### config.mk
export PLATFORM = sky130hd
export DESIGN_NAME = merge_two_sorted_arrays_unit_flat
export DESIGN_NICKNAME = d
export VERILOG_FILES = /design/src/rtl/mst_pkg.sv /design/src/rtl/mst_in_if.sv /design/src/rtl/mst_out_if.sv /design/src/rtl/mst_ram.sv /design/src/rtl/mst_ctrl.sv /design/src/rtl/merge_two_sorted_arrays_unit.sv /design/src/flat_wrapper.sv
export SDC_FILE = /design/constraint.sdc
export NUM_CORES = 2
export LEC_CHECK = 0
export ABC_AREA = 0
export BUFFER_PORTS_ARGS = -buffer_cell sky130_fd_sc_hd__buf_2
export CORE_UTILIZATION = 40
export CTS_CLUSTER_DIAMETER = 150
export DETAILED_ROUTE_END_ITERATION = 10
export PLACE_DENSITY = 0.62
export SLEW_MARGIN = 10
export SYNTH_ARGS = -nofsm -noshare
export SYNTH_HDL_FRONTEND = slang
export SYNTH_SLANG_ARGS = --single-unit
### constraint.sdc
create_clock -name i_clk -period 4.4 [get_ports i_clk]
set_input_delay 0.44 -clock i_clk [delete_from_list [all_inputs] [get_ports i_clk]]
set_output_delay 0.44 -clock i_clk [all_outputs]
set_load 0.1 [all_outputs]
### src/rtl/mst_pkg.sv
// Shared widths and defaults for the two-array merge unit.
// No dependencies; used by the interfaces, the sequencer and the top level.
package mst_pkg;

    localparam int VALUE_W      = 32;
    localparam int SLOT_W       = 6;
    localparam int CAPACITY_DEF = 32;

endpackage

### src/rtl/mst_in_if.sv
// Load channel of the merge unit: one element per beat with its tags.
// Depends on mst_pkg for the value width.
interface mst_in_if;
    logic                                 valid;
    logic                                 ready;
    logic signed [mst_pkg::VALUE_W-1:0]   item_value;
    logic                                 from_second;
    logic                                 last_item;

    modport source (output valid, output item_value, output from_second,
                    output last_item, input ready);
    modport sink   (input valid, input item_value, input from_second,
                    input last_item, output ready);
endinterface

### src/rtl/mst_out_if.sv
// Result channel of the merge unit: one sorted value per beat with its destination.
// Depends on mst_pkg for the value and slot widths.
interface mst_out_if;
    logic                                 valid;
    logic                                 ready;
    logic signed [mst_pkg::VALUE_W-1:0]   sorted_value;
    logic                                 to_second;
    logic        [mst_pkg::SLOT_W-1:0]    slot;
    logic                                 final_result;
    logic                                 overflowed;

    modport source (output valid, output sorted_value, output to_second,
                    output slot, output final_result, output overflowed,
                    input ready);
    modport sink   (input valid, input sorted_value, input to_second,
                    input slot, input final_result, input overflowed,
                    output ready);
endinterface

### src/rtl/mst_ram.sv
// Generic simple dual-port RAM: one write and one registered read per cycle.
// No dependencies.
module mst_ram #(
    parameter int WIDTH = 32,
    parameter int DEPTH = 32
) (
    input  logic                     i_clk,
    input  logic                     i_we,
    input  logic [$clog2(DEPTH)-1:0] i_waddr,
    input  logic [WIDTH-1:0]         i_wdata,
    input  logic [$clog2(DEPTH)-1:0] i_raddr,
    output logic [WIDTH-1:0]         o_rdata
);

    logic [WIDTH-1:0] r_mem [DEPTH];
    logic [WIDTH-1:0] r_rdata;

    always_ff @(posedge i_clk) begin
        if (i_we) begin
            r_mem[i_waddr] <= i_wdata;
        end
        r_rdata <= r_mem[i_raddr];
    end

    assign o_rdata = r_rdata;

endmodule

### src/rtl/mst_ctrl.sv
// Sequencer of the merge unit: insertion sort on load through one compare unit,
// then ordered readout. Depends on mst_pkg, mst_in_if, mst_out_if; drives mst_ram.
module mst_ctrl #(
    parameter int CAPACITY = mst_pkg::CAPACITY_DEF
) (
    input  logic                           i_clk,
    input  logic                           i_rst_n,
    mst_in_if.sink                         i_in,
    mst_out_if.source                      o_out,
    output logic                           o_we,
    output logic [$clog2(CAPACITY)-1:0]    o_waddr,
    output logic [mst_pkg::VALUE_W-1:0]    o_wdata,
    output logic [$clog2(CAPACITY)-1:0]    o_raddr,
    input  logic [mst_pkg::VALUE_W-1:0]    i_rdata
);

    localparam int AW = $clog2(CAPACITY);
    localparam int CW = $clog2(CAPACITY + 1);

    localparam logic [2:0] S_IDLE     = 3'd0;
    localparam logic [2:0] S_INS_RD   = 3'd1;
    localparam logic [2:0] S_INS_CMP  = 3'd2;
    localparam logic [2:0] S_EMIT_RD  = 3'd3;
    localparam logic [2:0] S_EMIT_DAT = 3'd4;
    localparam logic [2:0] S_EMIT_OUT = 3'd5;

    logic [2:0]                  r_state, n_state;
    logic [CW-1:0]               r_cnt, n_cnt;
    logic [CW-1:0]               r_first, n_first;
    logic                        r_drop, n_drop;
    logic                        r_last, n_last;
    logic [CW-1:0]               r_j, n_j;
    logic [CW-1:0]               r_idx, n_idx;
    logic [mst_pkg::VALUE_W-1:0] r_val, n_val;
    logic                        r_ovalid, n_ovalid;
    logic [mst_pkg::VALUE_W-1:0] r_oval, n_oval;
    logic                        r_osec, n_osec;
    logic [mst_pkg::SLOT_W-1:0]  r_oslot, n_oslot;
    logic                        r_ofin, n_ofin;
    logic                        r_oovf, n_oovf;

    logic [CW-1:0] w_jm1;
    logic [CW-1:0] w_idx1;
    logic [CW-1:0] w_slot;
    logic          w_gt;
    logic          w_sec;
    logic          w_acc;

    assign w_jm1  = r_j - 1'b1;
    assign w_idx1 = r_idx + 1'b1;
    assign w_gt   = $signed(i_rdata) > $signed(r_val);
    assign w_sec  = r_idx >= r_first;
    assign w_slot = w_sec ? (r_idx - r_first) : r_idx;
    assign w_acc  = i_in.valid && (r_state == S_IDLE);

    always_comb begin
        n_state  = r_state;
        n_cnt    = r_cnt;
        n_first  = r_first;
        n_drop   = r_drop;
        n_last   = r_last;
        n_j      = r_j;
        n_idx    = r_idx;
        n_val    = r_val;
        n_ovalid = r_ovalid;
        n_oval   = r_oval;
        n_osec   = r_osec;
        n_oslot  = r_oslot;
        n_ofin   = r_ofin;
        n_oovf   = r_oovf;
        o_we     = 1'b0;
        o_waddr  = r_j[AW-1:0];
        o_wdata  = r_val;
        o_raddr  = w_jm1[AW-1:0];

        unique case (r_state)
            S_IDLE: begin
                if (w_acc) begin
                    n_last = i_in.last_item;
                    n_idx  = '0;
                    if (r_cnt < CW'(CAPACITY)) begin
                        n_val   = i_in.item_value;
                        n_j     = r_cnt;
                        n_cnt   = r_cnt + 1'b1;
                        n_first = r_first + CW'(!i_in.from_second);
                        n_state = S_INS_RD;
                    end else begin
                        // store full: drop the beat, still close the load on last
                        n_drop  = 1'b1;
                        n_state = i_in.last_item ? S_EMIT_RD : S_IDLE;
                    end
                end
            end
            S_INS_RD: begin
                if (r_j == '0) begin
                    o_we    = 1'b1;
                    n_state = r_last ? S_EMIT_RD : S_IDLE;
                end else begin
                    n_state = S_INS_CMP;
                end
            end
            S_INS_CMP: begin
                o_we = 1'b1;
                if (w_gt) begin
                    // shift the larger neighbor up one slot and keep walking down
                    o_wdata = i_rdata;
                    n_j     = w_jm1;
                    n_state = S_INS_RD;
                end else begin
                    n_state = r_last ? S_EMIT_RD : S_IDLE;
                end
            end
            S_EMIT_RD: begin
                o_raddr = r_idx[AW-1:0];
                n_state = S_EMIT_DAT;
            end
            S_EMIT_DAT: begin
                n_ovalid = 1'b1;
                n_oval   = i_rdata;
                n_osec   = w_sec;
                n_oslot  = mst_pkg::SLOT_W'(w_slot);
                n_ofin   = (w_idx1 == r_cnt);
                n_oovf   = r_drop;
                n_state  = S_EMIT_OUT;
            end
            S_EMIT_OUT: begin
                if (o_out.ready) begin
                    n_ovalid = 1'b0;
                    if (w_idx1 == r_cnt) begin
                        n_cnt   = '0;
                        n_first = '0;
                        n_drop  = 1'b0;
                        n_state = S_IDLE;
                    end else begin
                        n_idx   = w_idx1;
                        n_state = S_EMIT_RD;
                    end
                end
            end
            default: begin
                n_state = S_IDLE;
            end
        endcase
    end

    always_ff @(posedge i_clk) begin
        if (!i_rst_n) begin
            r_state  <= S_IDLE;
            r_cnt    <= '0;
            r_first  <= '0;
            r_drop   <= 1'b0;
            r_ovalid <= 1'b0;
        end else begin
            r_state  <= n_state;
            r_cnt    <= n_cnt;
            r_first  <= n_first;
            r_drop   <= n_drop;
            r_ovalid <= n_ovalid;
        end
    end

    always_ff @(posedge i_clk) begin
        r_last  <= n_last;
        r_j     <= n_j;
        r_idx   <= n_idx;
        r_val   <= n_val;
        r_oval  <= n_oval;
        r_osec  <= n_osec;
        r_oslot <= n_oslot;
        r_ofin  <= n_ofin;
        r_oovf  <= n_oovf;
    end

    assign i_in.ready         = (r_state == S_IDLE);
    assign o_out.valid        = r_ovalid;
    assign o_out.sorted_value = r_oval;
    assign o_out.to_second    = r_osec;
    assign o_out.slot         = r_oslot;
    assign o_out.final_result = r_ofin;
    assign o_out.overflowed   = r_oovf;

endmodule

### src/rtl/merge_two_sorted_arrays_unit.sv
// Two-array merge unit. Elements of both arrays are loaded one beat at a time and
// kept sorted by insertion into a single RAM: a loaded beat walks down from the top
// of the store past every stored value larger than it, each step being one RAM read
// and one compare before the shift write; a dropped beat is not stored. On the beat
// marked last, every stored value is sent out in ascending signed order, each value
// read, captured and handed over (waiting on ready) before the next one is read; the
// first values go to the first array, the rest to the second. The load port is not
// ready during insertion or readout. Beats beyond CAPACITY are dropped and reported
// on every result of that load.
// Depends on mst_pkg, mst_in_if, mst_out_if, mst_ram and mst_ctrl.
module merge_two_sorted_arrays_unit #(
    parameter int CAPACITY = mst_pkg::CAPACITY_DEF
) (
    input  logic       i_clk,
    input  logic       i_rst_n,
    mst_in_if.sink     i_in,
    mst_out_if.source  o_out
);

    localparam int AW = $clog2(CAPACITY);

    logic                        w_we;
    logic [AW-1:0]               w_waddr;
    logic [mst_pkg::VALUE_W-1:0] w_wdata;
    logic [AW-1:0]               w_raddr;
    logic [mst_pkg::VALUE_W-1:0] w_rdata;

    mst_ram #(
        .WIDTH (mst_pkg::VALUE_W),
        .DEPTH (CAPACITY)
    ) u_ram (
        .i_clk   (i_clk),
        .i_we    (w_we),
        .i_waddr (w_waddr),
        .i_wdata (w_wdata),
        .i_raddr (w_raddr),
        .o_rdata (w_rdata)
    );

    mst_ctrl #(
        .CAPACITY (CAPACITY)
    ) u_ctrl (
        .i_clk   (i_clk),
        .i_rst_n (i_rst_n),
        .i_in    (i_in),
        .o_out   (o_out),
        .o_we    (w_we),
        .o_waddr (w_waddr),
        .o_wdata (w_wdata),
        .o_raddr (w_raddr),
        .i_rdata (w_rdata)
    );

endmodule
### src/flat_wrapper.sv
// flat-port wrapper written by rule: the top's interface ports become plain ports
module merge_two_sorted_arrays_unit_flat 
#(
    parameter int CAPACITY = mst_pkg::CAPACITY_DEF
)
  (i_clk, i_rst_n, i_in_valid, i_in_item_value, i_in_from_second, i_in_last_item, i_in_ready, o_out_valid, o_out_sorted_value, o_out_to_second, o_out_slot, o_out_final_result, o_out_overflowed, o_out_ready);
  mst_in_if i_in_i ();
  mst_out_if o_out_i ();
  input  logic i_clk;
  input  logic i_rst_n;
  input wire logic [$bits(i_in_i.valid)-1:0] i_in_valid;
  input wire logic [$bits(i_in_i.item_value)-1:0] i_in_item_value;
  input wire logic [$bits(i_in_i.from_second)-1:0] i_in_from_second;
  input wire logic [$bits(i_in_i.last_item)-1:0] i_in_last_item;
  output wire logic [$bits(i_in_i.ready)-1:0] i_in_ready;
  output wire logic [$bits(o_out_i.valid)-1:0] o_out_valid;
  output wire logic [$bits(o_out_i.sorted_value)-1:0] o_out_sorted_value;
  output wire logic [$bits(o_out_i.to_second)-1:0] o_out_to_second;
  output wire logic [$bits(o_out_i.slot)-1:0] o_out_slot;
  output wire logic [$bits(o_out_i.final_result)-1:0] o_out_final_result;
  output wire logic [$bits(o_out_i.overflowed)-1:0] o_out_overflowed;
  input wire logic [$bits(o_out_i.ready)-1:0] o_out_ready;
  assign i_in_i.valid = i_in_valid;
  assign i_in_i.item_value = i_in_item_value;
  assign i_in_i.from_second = i_in_from_second;
  assign i_in_i.last_item = i_in_last_item;
  assign i_in_ready = i_in_i.ready;
  assign o_out_valid = o_out_i.valid;
  assign o_out_sorted_value = o_out_i.sorted_value;
  assign o_out_to_second = o_out_i.to_second;
  assign o_out_slot = o_out_i.slot;
  assign o_out_final_result = o_out_i.final_result;
  assign o_out_overflowed = o_out_i.overflowed;
  assign o_out_i.ready = o_out_ready;
  merge_two_sorted_arrays_unit #(.CAPACITY(CAPACITY)) u_core (.i_clk(i_clk), .i_rst_n(i_rst_n), .i_in(i_in_i), .o_out(o_out_i));
endmodule
# Word-level counts from Yosys, hierarchy flattened
# Memory sizes are Yosys's and may differ from the RTL's. A register that Yosys moved wholly into a read port is not among the register bits.
# Index checks and enable logic that the tools add are counted.
[totals] reg_bits=103 mem_bits_rw=1024 out_inout_bits=43 elab_cells=91 mem_count=1
[classes] n_addsub=5 order_cmp=3 n_eq_ne=13 mux=40 reduce_logical=15
[mem_list] memory="u_core.u_ram.r_mem" depth=32 width=32 read_ports=1 rd_clocked_by_memory_dff=1 wr=1 line="mst_ram.sv:15" text="logic [WIDTH-1:0] r_mem [DEPTH];"
[op_table] cell="6-bit two-way mux" count=13
[op_table] cell="32-bit two-way mux" count=2
[op_table] cell="6-bit one-hot mux with 2 select lines" count=4
[op_table] cell="32-bit > comparator" count=1
[op_table] cell="3-bit one-hot mux with 6 select lines" count=1
[op_table] cell="6-bit by 1-bit adder with 6-bit output, second input constant" count=2
[op_table] cell="2-bit two-way mux" count=6
[op_table] cell="2-bit != test, second input constant" count=5
[op_table] cell="5-bit AND reduction" count=2
[op_table] cell="1-bit two-way mux" count=8
[op_table] cell="4-bit AND reduction" count=2
[op_table] cell="6-bit by 1-bit adder with 6-bit output" count=1
[op_table] cell="3-bit by 2-bit equality test with 1-bit output, second input constant" count=2
[op_table] cell="3-bit equality test, second input constant" count=2
[op_table] cell="6-bit equality test" count=1
[op_table] cell="6-bit >= comparator" count=1
[op_table] cell="6-bit logical NOT" count=1
[op_table] cell="6-bit < comparator, second input constant" count=1
[op_table] cell="3-bit two-way mux" count=2
[op_table] cell="1-bit one-hot mux with 2 select lines" count=3
[op_table] cell="2-bit AND reduction" count=3
[op_table] cell="2-bit nonzero test" count=3
[op_table] cell="6-bit by 1-bit subtractor with 6-bit output, second input constant" count=1
[op_table] cell="6-bit subtractor" count=1
[op_table] cell="7 further kinds" count=8

# Logic depth before layout (Yosys ltp)
[logic_depth] ltp_word=5 ltp_mapped=12 mapped_depth_nobuf=10

# Cells and area by module
# From an unflattened synthesis, not the netlist that was laid out.
[unflattened] hier_cells=2727 area_unflattened_um2=46089.2
[by_module_without_submodules] module="mst_ram" instances=1 cells_each=2260 area_per_inst_um2=40491.3 seq_area_each_um2=31390.1
[by_module_without_submodules] module="mst_ctrl" instances=1 cells_each=467 area_per_inst_um2=5597.9 seq_area_each_um2=2922.8

# Worst setup path before layout
# OpenSTA, ideal clock, no wires.
[synth_path] path_kind="reg-to-reg" from="reg u_core.u_ctrl.r_state[2]" to="reg u_core.u_ctrl.r_first[3]" arrival_time_ns=4.005 slack_ns=0.274 stages_incl_launch_ff=8 n_path_buf=1 path_cell_list="dfxtp_1 buf_2 nor3_1 nand3_1 clkinv_1 nand2_1 xnor2_1 nor2_1"
[synth_via] elab_chain_cells=4 word_cells_on_any_way=10 classes_between="eq/ne (5); mux (1); reduce/logical (4)"
[synth_rtl] element="start: declaration" line="mst_ctrl.sv:27" text="logic [2:0] r_state, n_state;"
[synth_rtl] element="start signal: assignment" line="mst_ctrl.sv:154" text="r_state <= n_state;"
[synth_rtl] element="3-bit logical NOT (*)"
[synth_rtl] element="named net i_in_ready" line="flat_wrapper.sv:15" text="output wire logic [$bits(i_in_i.ready)-1:0] i_in_ready;"
[synth_rtl] element="1-bit logical AND" line="mst_ctrl.sv:54" text="assign w_acc = i_in.valid && (r_state == S_IDLE);"
[synth_rtl] element="2-bit by 1-bit != test with 1-bit output (no source line)"
[synth_rtl] element="5-bit AND reduction (no source line)"
[synth_rtl] element="end signal: assignment" line="mst_ctrl.sv:156" text="r_first <= n_first;"
[synth_rtl] element="end: declaration" line="mst_ctrl.sv:29" text="logic [CW-1:0] r_first, n_first;"
# The timed path passes the listed nets; every way through them passes the cells marked *.
# A chain may end at the register's enable or synchronous reset.

# Worst setup path after layout
[layout_path] from="reg u_core.u_ctrl.r_val[31] (netlist name)" to="mem u_core.u_ram.r_mem[25][0] (data pin)"
[layout_via] elab_chain_cells=3
[layout_rtl] element="start: declaration" line="mst_ctrl.sv:34" text="logic [mst_pkg::VALUE_W-1:0] r_val, n_val;"
[layout_rtl] element="start signal: assignment" line="mst_ctrl.sv:166" text="r_val <= n_val;"
[layout_rtl] element="32-bit > comparator" line="mst_ctrl.sv:51" text="assign w_gt = $signed(i_rdata) > $signed(r_val);"
[layout_rtl] element="32-bit two-way mux" line="mst_ctrl.sv:104" text="if (w_gt) begin"
[layout_rtl] element="32-bit two-way mux" line="mst_ctrl.sv:76" text="unique case (r_state)"
[layout_rtl] element="named net u_core.u_ctrl.o_wdata (one bit)" line="mst_ctrl.sv:12" text="output logic [mst_pkg::VALUE_W-1:0] o_wdata,"
[layout_rtl] element="end: declaration" line="mst_ram.sv:15"
# The timed path passes the listed nets, and every way through them passes these cells.

==> summary.log <==
[status] result of the run completed
[worst_hold_path] start point of the worst hold path i_in_item_value[13]
[cts] sinks on the clock net 1159
[synth] synthesized area 45960 um^2
[synth] dominant combinational cell family by area after synthesis compound AO/OA/AOI/OAI gates
[routing] count of vias placed by the detailed router 28070
[synth] count of different cell masters after synthesis 60
[sta] RSZ-0062 raised after global routing no
[routing] Vias/cell 5.669
[floorplan] die area 116300 um^2
[routing] met2 wire length 61060 um
[pwr] power density normalized to cell area 570.6 nW/um^2
[routing] top layer reached by signal wires met5
[cts] cell chosen for the clock root sky130_fd_sc_hd__clkbuf_16
[final_layout] most frequent standard cell in the layout excluding fill and tap cells sky130_fd_sc_hd__edfxtp_1
[sta] final setup violation count 0
[floorplan] Rows 123
[final_layout] final net count 3442
[final_layout] fraction of final layout cells sized beyond drive strength 1 13.70%
[final_layout] most frequent cells in the layout 1110 x sky130_fd_sc_hd__edfxtp_1, 544 x sky130_fd_sc_hd__nand2_1, 258 x sky130_fd_sc_hd__a211oi_1
[synth] share of synthesized area occupied by flip-flops and latches 74.66%
[synth] FFs w/ async S/R, synth 0%
[worst_hold_path] hold worst-path end u_core.u_ctrl.r_val[13]
[sta] Least-Margin Pin Slew 1.049 ns
[grt] via count of the first global-routing pass 26310
[critical_path] highest net fanout along the worst path 32
[synth] number of enable flip-flop cells after synthesis 1110
[floorplan] width of the chip 341.0 um
[placement] detailed placer's ending HPWL 72940 um
[synth] synthesized net count 3286
[sta] number of pins exceeding their max-slew limit in the final report 0
[synth] mean post-synth cell area 14.36 um^2
[grt] total congestion overflow after global routing 0
[placement] routability cong. 0.8342
[synth] fraction of the mapped netlist area in adder cells 1.296%
[routing] Routed met1 length 54120 um
[critical_path] R2R cell count 10
[placement] count of buffers from port buffering 80
[routing] routed length per instance 25.98 um
[cts] clock edge transition at the registers on the reported setup and hold paths 0.06 ns
[floorplan] Die Span Y 341.0 um
[floorplan] Floorplan Core Area 113300 um^2
[cts] clock tree from TritonCTS done
[cts] maximum root-to-sink buffer count 3
[critical_path] Setup Crit Path Kind flop to flop
[synth] simple-gate portion of the synthesized area 9.833%
[cts] total clock buffers created by CTS 111
[pwr] standby leakage power 17.36 nW
[sta] maximum clock frequency 240.6 MHz
[sta] post-layout min period 4.157 ns
[synth] xor and xnor area share after synthesis 0.5717%
[sta] headroom to the max-slew limit 29.21%
[final_layout] total inserted antenna cells 0
[cts] H-Tree Depth 3
[floorplan] starting density of the core 40.58%
[sta] Setup TNS 0 ns
[routing] Routed WL 128700 um
[critical_path] r2r startpoint u_core.u_ctrl.r_val[31]
[cts] number of setup buffers added after CTS 0
[synth] yosys synthesis warning count 0
[cts] clock latency of the later-clocked register in the worst-skew pair 0.70 ns
[flow_run] Max Cap Violations 0
[pwr] sum of internal, switching and leakage power 30.39 mW
[critical_path] Critical Path Source Type flop
[pwr] peak supply drop 0.3911 mV
[sta] Hold Vio Cnt, Final 0
[routing] DRC violation count after routing 0
[grt] first-pass GRT wire length 184400 um
[sta] final cycle utilization of the critical path 94.48%
[critical_path] arrival time worst endpoint 4.51 ns
[floorplan] Top Ports 81
[routing] met3 wire length 10280 um
[routing] count of TritonRoute iterations in the first routing pass 6
[worst_hold_path] Min-Delay Path Depth 1
[synth] total of flip-flops plus latches after synthesis 1159
[synth] complex-gate fraction of the synthesized area 10.31%
[grt] all-layer global routing usage 21.79%
[critical_path] CP required 4.75 ns
[worst_hold_path] worst hold-check path type input pin to flop
[final_layout] post-synthesis to final-layout area growth 15.87%
[critical_path] reg2reg end u_core.u_ram.r_mem[25][0]
[critical_path] CP Capture Type flop
[grt] number of antenna violations at the first check in global routing 5
[routing] number of nets still failing antenna checks after routing 0
[critical_path] slack of the worst reg-to-reg path 0.24 ns
[synth] proportion of synthesized area in mux cells 0.9719%
[sta] Post-Route Skew 0.02175 ns
[synth] Top FF cell, synth sky130_fd_sc_hd__edfxtp_1
[routing] number of design-rule violations left by the first detailed-router iteration 3354
[synth] Cells after Synth 3201
[grt] maximum number of pins on one net before global-route repair 111
[cts] number of instances resized during post-cts repair 0
==> critical path, cell delays in order, from the launching register on <==
cell	delay, ns
sky130_fd_sc_hd__edfxtp_1	0.35
sky130_fd_sc_hd__inv_1	0.05
sky130_fd_sc_hd__ha_1	0.36
sky130_fd_sc_hd__nand4_1	0.19
sky130_fd_sc_hd__nor4_2	0.50
sky130_fd_sc_hd__nand4_1	0.23
sky130_fd_sc_hd__nor3_1	0.21
sky130_fd_sc_hd__nor3_1	0.13
sky130_fd_sc_hd__nor4b_4	0.83
sky130_fd_sc_hd__buf_12	0.32
sky130_fd_sc_hd__mux2_2	0.60
==> per-stage QoR <==
| stage | utilization (%) | worst slack, ns | area, um^2 | std cells | hold WS (ns) |
|---|---|---|---|---|---|
| 6_report | 47.02 | 0.2429 | 53250 | 4952 | 0.03439 |
| 4_1_cts | 47.02 | 0.2329 | 53250 | 4952 | 0.001904 |
| 3_3_place_gp | 43.53 | 0.2805 | 49300 | 4722 | 0.4242 |
| 3_5_place_dp | 43.53 | 0.2553 | 49300 | 4722 | 0.4369 |
| 5_1_grt | 47.02 | 0.04910 | 53250 | 4952 | 0.01479 |
| 2_1_floorplan | - | 0.2741 | 45960 | 3201 | 0.4091 |
==> flip-flops by register name (all words and copies together), names as in the netlist <==
signal	cells
u_core.u_ctrl.o_out.final_result	1
u_core.u_ctrl.o_out.overflowed	1
u_core.u_ctrl.o_out.slot	6
u_core.u_ctrl.o_out.sorted_value	32
u_core.u_ctrl.o_out.to_second	1
u_core.u_ctrl.o_out.valid	1
u_core.u_ctrl.r_cnt	6
u_core.u_ctrl.r_drop	1
u_core.u_ctrl.r_first	6
u_core.u_ctrl.r_idx	6
u_core.u_ctrl.r_j	6
u_core.u_ctrl.r_last	1
u_core.u_ctrl.r_state	3
u_core.u_ctrl.r_val	32
u_core.u_ram.o_rdata	32
u_core.u_ram.r_mem	1024
==> worst max-delay path by stage <==
stage | start | endpoint | slack, ns | cells after the start
finish | u_core.u_ctrl.r_val[31] | u_core.u_ram.r_mem[25][0] | 0.24 | 10
floorplan | u_core.u_ctrl.r_state[2] | u_core.u_ctrl.r_first[3] | 0.27 | 7
CTS | u_core.u_ctrl.r_val[31] | u_core.u_ram.r_mem[6][10] | 0.23 | 10
global route | u_core.u_ctrl.r_val[31] | u_core.u_ram.r_mem[22][11] | 0.05 | 10
global placement | u_core.u_ctrl.r_val[31] | u_core.u_ram.r_mem[30][10] | 0.28 | 10
detailed placement | u_core.u_ctrl.r_val[31] | u_core.u_ram.r_mem[14][10] | 0.26 | 10
==> timing repair <==
item / CTS / global route
hold buffers: 22 / 0
endpoints found under the setup margin: 0 / 77
hold endpoints to repair: 22 / 0
==> cell type report <==
cell class / count / area [um^2]
Inverter: 53 / 198.9
Clock buffer: 148 / 3040
Tap cell: 1500 / 1877
Fill cell: 9738 / 60020
Sequential cell: 1159 / 34310
Clock inverter: 60 / 691.9
Timing Repair Buffer: 249 / 2287
Multi-Input combinational cell: 1783 / 10850
==> where the power goes <==
part	switching [mW]	internal (mW)
sequential	0.212	12.8
combinational	5.09	2.53
clock	4.11	5.64
==> layer usage <==
layer / vias up / global-route usage, %
li1: 12540 / -
met1: 14130 / 30.05
met2: 1208 / 35.56
met3: 200 / 3.420
met4: 2 / 6.493
met5: - / 0
==> synthesized netlist by cell type (6+ instances only) <==
cell type | count | area (um^2)
sky130_fd_sc_hd__edfxtp_1 | 1110 | 33330
sky130_fd_sc_hd__nand2_1 | 552 | 2072
sky130_fd_sc_hd__a211oi_1 | 258 | 1937
sky130_fd_sc_hd__a31oi_1 | 256 | 1602
sky130_fd_sc_hd__and2_1 | 201 | 1257
sky130_fd_sc_hd__o22ai_1 | 129 | 807.0
sky130_fd_sc_hd__clkbuf_1 | 122 | 457.9
sky130_fd_sc_hd__nor2_1 | 67 | 251.5
sky130_fd_sc_hd__buf_2 | 59 | 295.3
sky130_fd_sc_hd__and2_0 | 57 | 356.6
sky130_fd_sc_hd__inv_1 | 52 | 195.2
sky130_fd_sc_hd__dfxtp_1 | 49 | 980.9
sky130_fd_sc_hd__ha_1 | 46 | 575.6
sky130_fd_sc_hd__mux2_2 | 32 | 360.4
sky130_fd_sc_hd__nor4_1 | 32 | 200.2
sky130_fd_sc_hd__a21oi_1 | 31 | 155.2
sky130_fd_sc_hd__buf_1 | 16 | 60.06
sky130_fd_sc_hd__xnor2_1 | 14 | 122.6
sky130_fd_sc_hd__nand3_1 | 13 | 65.06
sky130_fd_sc_hd__nand4_1 | 12 | 75.07
sky130_fd_sc_hd__o21ai_0 | 8 | 40.04
sky130_fd_sc_hd__xor2_1 | 8 | 70.07
sky130_fd_sc_hd__nand2b_1 | 6 | 37.54
==> kinds of logic (layout without fill, tap and decap cells) <==
kind of cell | after synthesis | after routing
DFF | 1159 | 1159
and+or+nand+nor | 966 | 966
AOI/OAI and AO/OA | 706 | 706
buffers and inverters | 259 | 510
adders and majority gates | 47 | 47
muxes | 39 | 39
xor gates and xnor gates | 25 | 25
Note: power is estimated with default switching activity, not from simulation.
